File: src/hw/rtl/ppk_pkg.sv
// Shared types, constants and arithmetic helpers for the particle pool core.
`default_nettype none
package ppk_pkg;

    localparam int PPK_POOL_SLOTS = 64;

    localparam logic [7:0] CFG_AIR_RESISTANCE = 8'd0;
    localparam logic [7:0] CFG_GRAVITY_ACCEL  = 8'd1;
    localparam logic [7:0] CFG_LIFE_MAX       = 8'd2;

    localparam logic [16:0] AIR_RESET  = 17'd65536;
    localparam logic [31:0] LIFE_RESET = 32'd65536;

    typedef struct packed {
        logic        opcode;
        logic [31:0] pos_x;
        logic [31:0] pos_y;
        logic [31:0] vel_x;
        logic [31:0] vel_y;
        logic [31:0] accel_x;
        logic [7:0]  red;
        logic [7:0]  green;
        logic [7:0]  blue;
        logic [15:0] time_step;
    } t_in_item;

    typedef struct packed {
        logic [5:0]  slot_index;
        logic        visible;
        logic [31:0] out_x;
        logic [31:0] out_y;
        logic [7:0]  alpha;
        logic [7:0]  out_red;
        logic [7:0]  out_green;
        logic [7:0]  out_blue;
        logic        last;
    } t_out_item;

    typedef struct packed {
        logic [31:0] pos_x;
        logic [31:0] pos_y;
        logic [31:0] vel_x;
        logic [31:0] vel_y;
        logic [31:0] accel_x;
        logic [31:0] accel_y;
        logic [31:0] life;
        logic [23:0] color;
    } t_slot;

    typedef struct packed {
        logic spawn;
        logic tick;
        logic prep;
        logic rd;
        logic mul;
        logic upd;
        logic wr;
        logic step;
        logic fin;
        logic next;
    } t_cmd;

    typedef struct packed {
        logic div_done;
        logic idx_last;
    } t_sts;

    function automatic logic signed [65:0] ppk_rnd(input logic signed [65:0] x,
                                                   input logic [5:0] s);
        logic signed [65:0] h;
        h = 66'sd1 <<< (s - 6'd1);
        return (x + h) >>> s;
    endfunction

    function automatic logic [31:0] ppk_sat(input logic signed [35:0] v);
        if (v > $signed(36'h07FFFFFFF)) begin
            return 32'h7FFFFFFF;
        end else if (v < $signed(36'hF80000000)) begin
            return 32'h80000000;
        end else begin
            return v[31:0];
        end
    endfunction

endpackage
`default_nettype wire

File: src/hw/rtl/ppk_ctrl.sv
// Controller state machine sequencing spawn and tick transactions.
`default_nettype none
module ppk_ctrl (
    input  wire logic          i_clk,
    input  wire logic          i_rst_n,
    input  wire logic          i_in_valid,
    input  wire logic          i_opcode,
    output logic               o_in_ready,
    output logic               o_out_valid,
    input  wire logic          i_out_ready,
    input  wire ppk_pkg::t_sts i_sts,
    output ppk_pkg::t_cmd      o_cmd
);
    import ppk_pkg::*;

    typedef enum logic [8:0] {
        S_IDLE = 9'b000000001,
        S_PREP = 9'b000000010,
        S_RD   = 9'b000000100,
        S_MUL  = 9'b000001000,
        S_UPD  = 9'b000010000,
        S_WR   = 9'b000100000,
        S_DIV  = 9'b001000000,
        S_FIN  = 9'b010000000,
        S_OUT  = 9'b100000000
    } t_state;

    t_state r_state, n_state;
    logic   accept;

    assign o_in_ready  = (r_state == S_IDLE);
    assign o_out_valid = (r_state == S_OUT);
    assign accept      = i_in_valid && o_in_ready;

    always_comb begin
        n_state = r_state;
        o_cmd   = '0;
        unique case (r_state)
            S_IDLE: begin
                if (accept) begin
                    if (i_opcode) begin
                        o_cmd.tick = 1'b1;
                        n_state    = S_PREP;
                    end else begin
                        o_cmd.spawn = 1'b1;
                    end
                end
            end
            S_PREP: begin
                o_cmd.prep = 1'b1;
                n_state    = S_RD;
            end
            S_RD: begin
                o_cmd.rd = 1'b1;
                n_state  = S_MUL;
            end
            S_MUL: begin
                o_cmd.mul = 1'b1;
                n_state   = S_UPD;
            end
            S_UPD: begin
                o_cmd.upd = 1'b1;
                n_state   = S_WR;
            end
            S_WR: begin
                o_cmd.wr = 1'b1;
                n_state  = S_DIV;
            end
            S_DIV: begin
                o_cmd.step = 1'b1;
                if (i_sts.div_done) begin
                    n_state = S_FIN;
                end
            end
            S_FIN: begin
                o_cmd.fin = 1'b1;
                n_state   = S_OUT;
            end
            S_OUT: begin
                if (i_out_ready) begin
                    o_cmd.next = 1'b1;
                    n_state    = i_sts.idx_last ? S_IDLE : S_RD;
                end
            end
            default: n_state = S_IDLE;
        endcase
    end

    always_ff @(posedge i_clk) begin
        if (!i_rst_n) begin
            r_state <= S_IDLE;
        end else begin
            r_state <= n_state;
        end
    end

    a_out_hold: assert property (@(posedge i_clk) disable iff (!i_rst_n)
        (r_state == S_OUT && !i_out_ready) |=> r_state == S_OUT)
        else $error("result dropped before transaction");
    a_div_run: assert property (@(posedge i_clk) disable iff (!i_rst_n)
        (r_state == S_DIV && !i_sts.div_done) |=> r_state == S_DIV)
        else $error("divider left early");
    a_tick_end: assert property (@(posedge i_clk) disable iff (!i_rst_n)
        (r_state == S_OUT && i_out_ready && i_sts.idx_last) |=> r_state == S_IDLE)
        else $error("tick did not end after last slot");
endmodule
`default_nettype wire

File: config.mk
export PLATFORM = sky130hd
export DESIGN_NAME = ppk_ctrl
export DESIGN_NICKNAME = d
export VERILOG_FILES = /design/src/hw/rtl/ppk_pkg.sv /design/src/hw/rtl/ppk_ctrl.sv
export SDC_FILE = /design/constraint.sdc
export NUM_CORES = 1
export LEC_CHECK = 0
export BUFFER_PORTS_ARGS = -buffer_cell sky130_fd_sc_hd__buf_2
export CAP_MARGIN = 15
export CORE_MARGIN = 4
export CORE_UTILIZATION = 53
export DETAILED_ROUTE_END_ITERATION = 8
export PLACE_DENSITY = 0.87
export SYNTH_ARGS = -nofsm -noshare
export SYNTH_HDL_FRONTEND = slang
export SYNTH_SLANG_ARGS = --single-unit
File: constraint.sdc
create_clock -name i_clk -period 4 [get_ports i_clk]
set_input_delay 0.2 -clock i_clk [delete_from_list [all_inputs] [get_ports i_clk]]
set_output_delay 0.2 -clock i_clk [all_outputs]
set_load 0.005 [all_outputs]
Yosys cells after proc, flatten, opt, wreduce, memory -nomap -nowiden
Index checks and enable logic that the tools add are counted.
Word-level totals
  memory bits (read-only): 0
  bits in latches: 0
  output and inout port bits: 12
  bits in registers: 9
  memories kept: 0
  logic and storage cells: 35
  RAM bits: 0
  input bits: 7
Cells by class
  multipliers: 0
  reduce and logical (&&, ||, !) cells: 2
  bitwise gates (word level): 0
  mux-type cells: 19
  $lt $le $gt $ge: 0
  equal/unequal tests: 13
  div/mod/pow operators: 0
  shift operators: 0
  $add $sub $neg: 0
Operator list (number)
  $pmux W9 S9: 1
  $mux W9: 4
  $mux W1: 11
  $eq A9 B1 Y1 const B: 1
  $eq A9 B2 Y1 const B: 1
  $eq A9 B3 Y1 const B: 1
  $eq A9 B4 Y1 const B: 1
  $eq A9 B5 Y1 const B: 1
  $eq A9 B6 Y1 const B: 1
  $eq A9 B7 Y1 const B: 1
  $eq A9 B8 Y1 const B: 1
  $eq A9 B9 Y1 const B: 1
  $mux W2: 2
  $ne A2 B1 Y1 const B: 2
  $ne A2 B2 Y1 const B: 2
  $reduce_and A4 Y1: 1
  $mux W3: 1
  $logic_and A1 B1 Y1: 1

Logic depth before layout (Yosys ltp)
  depth in word-level cells: 4
  gate-level depth with buffers: 6
  depth with buffers taken out: 5

Least setup slack after synthesis
No wires, ideal clock.
  kind: register -> register
  from: register r_state[3]
  to: register r_state[1]
  arrival: 1280 ps
  library setup time: 119 ps
  path buffers: 0
  path slack: 2602 ps
  data required time: 3881 ps
  stages on the path, launching flop included: 6
  period minus slack after synthesis: 1398 ps
  cell sequence: dfxtp_1 nor4_4 nand4_1 a21boi_2 nor2_1 o221a_1
Between the ends
  word-level cells in the longest chain between the ends: 4
  elaborated cells between the ends (all ways): 16
  those cells by class: eq/ne: 13; mux: 1; reduce/logical: 2
RTL lines
  start: declaration: line ppk_ctrl.sv:28  | t_state r_state, n_state;
  start signal: assignment: line ppk_ctrl.sv:93  | r_state <= n_state;
  $eq A9 B1 Y1: line ppk_ctrl.sv:31, ppk_ctrl.sv:38
  $logic_and A1 B1 Y1: line ppk_ctrl.sv:33  | assign accept = i_in_valid && o_in_ready;
  $ne A2 B1 Y1 (no line)
  $reduce_and A4 Y1 (no line)
Several ways; a longest one is shown, not always the timed one.
A chain may end at the register's enable or synchronous reset.

==> results.cfg <==
[clocking]
htreeDepth = 1
cts_resized = 0
cts_tree = yes
clk_pin_slew_ns = 0.06
ctsRootBufferMaster = clkbuf_4
cts_sinks = 9
clk_path_buf_depth = 2
postCtsHoldBufs = 0
cts-buffers-inserted = 3
clk_latency_ns = 0.27
postCtsSetupBuffers = 0

[detailed_routing]
via_per_inst = 6.25
vias = 706
routed_wl_microns = 1680
post-route-drc-count = 0
drt_iter0_markers = 28
wl_per_cell_microns = 14.9
drtAntennaViolNets = 0
drt_first_pass_iters = 6

[worst_hold_path]
min_path_cells = 2
worstHoldPathType = in -> reg

[power_and_ir_drop]
peakVddDrop_mv = 0.198
p_per_area_mw_per_mm2 = 268
leakage_nw = 0.339

[synth]
synth-simple-area-share_pct = 48.8
yosysTopAreaCell = dfxtp_1
synth_area_sq_um = 694
synthAdderAreaFrac_pct = 0
synthMuxAreaShare_pct = 0
synth.area.top_cells = dfxtp_1 26%, nor4_4 6.1%, nor2_1 4.9%
synth_top_area_share_pct = 25.9
ys_ff_latch = 9
ys_warn_count = 0
synth_edf_count = 0
syn_area_per_cell_sq_um = 8.57
syn_inst = 81
synth_ff_type = dfxtp_1
synthArstFlopShare_pct = 0
synth_cell_types = 36
synth_compound_area_share_pct = 16.4
syn-num-nets = 88
synth_seq_area_share_pct = 25.9
synth_xor_xnor_area_share_pct = 1.26
synth_top_family_by_area = simple AND/OR/NAND/NOR gates

[die]
ioPinCount = 19
core_area_sq_mm = 0.00117
die_w_microns = 44.2
die_area_sq_mm = 0.00195
die_h_microns = 44.2
rows = 12
start_util_pct = 59.3

[global_routing]
grt-ovfl-total = 0
grt_max_degree = 12
grt-busiest-layer = met2
grtUsageMet1_pct = 22.3
grt_util_met2_pct = 29.9
grt_pass1_vias = 564
grt_util_met3_pct = 9.35
antenna_found_initial = 0
grt_usage_pct = 19.2
grt_pass1_wl_microns = 2680

[sta]
finalSetupViolations = 0
tightest_slew_ns = 0.480
rsz0062_at_grt = no
tns_ns = 0
finalMaxSlewViolations = 0
fmax_mhz = 534
skew_ns = 0.00632
min_period_ns = 1.87
post-route-period-util_pct = 46.8
hold_violations = 0
relSlewSlack_pct = 67.9

[setup_path]
crit_arrival_ns = 1.67
worstSetupStartpointType = flop
critPathMaxFanout = 6
r2r_cells = 5
worstSetupPathType = reg -> out
end_kind = output pin
cp.required_ns = 3.80

[finish]
fin_nets = 107
top_regs = r_state: 9 flops
largest_reg_flops = 9
syn_to_final_growth_pct = 13.3
fill_cells = 107
regMostFlops = r_state
fin_area_sq_um = 787
antenna_cells = 0
drive_gt1_share_pct = 30.3

[job]
maxCapViolCount = 0

[status]
status = completed

[placed_design]
io_buffers = 18
placed_area_sq_um = 761
hpwl_microns = 1290
place.gp.congestion = 0.995
cell usage after synthesis (3+ instances only):
cell type / instances
o21a_1: 3
nand2_1: 6
nand3_1: 4
buf_6: 3
nor4_1: 3
nor3_1: 4
nor2_1: 9
nand2b_1: 3
dfxtp_1: 9
inv_1: 3
nand4_1: 3
cell usage in the layout, fill, tap and decap left out, types with 3 or more instances in the layout:
| cell | n |
|---|---|
| o21a_1 | 3 |
| clkbuf_4 | 3 |
| nand4_1 | 3 |
| nand2b_1 | 3 |
| nor4_1 | 3 |
| inv_1 | 3 |
| nand3_1 | 4 |
| dfxtp_1 | 9 |
| buf_2 | 18 |
| nor3_1 | 4 |
| nor2_1 | 9 |
| nand2_1 | 6 |
layout make-up:
type / instances / area [sq um] / area share (%)
Multi-Input combinational cell: 65 / 462 / 58.7
Sequential cell: 9 / 180 / 22.9
Clock buffer: 4 / 26.3 / 3.34
Tap cell: 14 / 17.5 / 2.23
Inverter: 3 / 11.3 / 1.43
Timing Repair Buffer: 18 / 90.1 / 11.4
worst paths after layout:
kind	from	to	slack, ns
min	i_rst_n	r_state[0]	0.19
max	r_state[3]	o_cmd[4]	2.13
min reg2reg	r_state[2]	r_state[3]	0.61
max reg2reg	r_state[3]	r_state[1]	2.38
worst max-delay path, stage by stage (launching register included):
cell	delay, ns
dfxtp_1	0.38
nor4_4	0.41
nand2_2	0.17
nor4b_4	0.28
buf_2	0.16
where the power goes:
| part | total [mW] | internal [mW] | switching, mW |
|---|---|---|---|
| registers | 0.0974 | 0.0919 | 0.00553 |
| logic | 0.0431 | 0.0178 | 0.0253 |
| clock network | 0.0701 | 0.0384 | 0.0317 |
| total | 0.211 | 0.148 | 0.0625 |
cell families after synthesis:
family,Yosys count
compound gates,14
xor+xnor,1
buf+inv,7
flops,9
simple gates,50
metal layers:
metal  vias up  share of wire [%]
met5         -                  0
met3         4                7.8
li1        341                  -
met2        25                 51
met4         0                2.4
met1       336                 39
stage by stage:
step | util (%) | worst slack [ns] | total power [mW] | std cells | hold slack [ns]
floorplan | - | 2.60 | 0.130 | 81 | 0.271
global route | 67.2 | 1.99 | 0.224 | 113 | 0.200
detailed placement | 65.0 | 2.39 | 0.142 | 109 | 0.464
finish | 67.2 | 2.13 | 0.211 | 113 | 0.194
global placement | 65.0 | 2.47 | 0.140 | 109 | 0.455
CTS | 67.2 | 2.13 | 0.212 | 113 | 0.192
(Power assumes the default switching activity.)
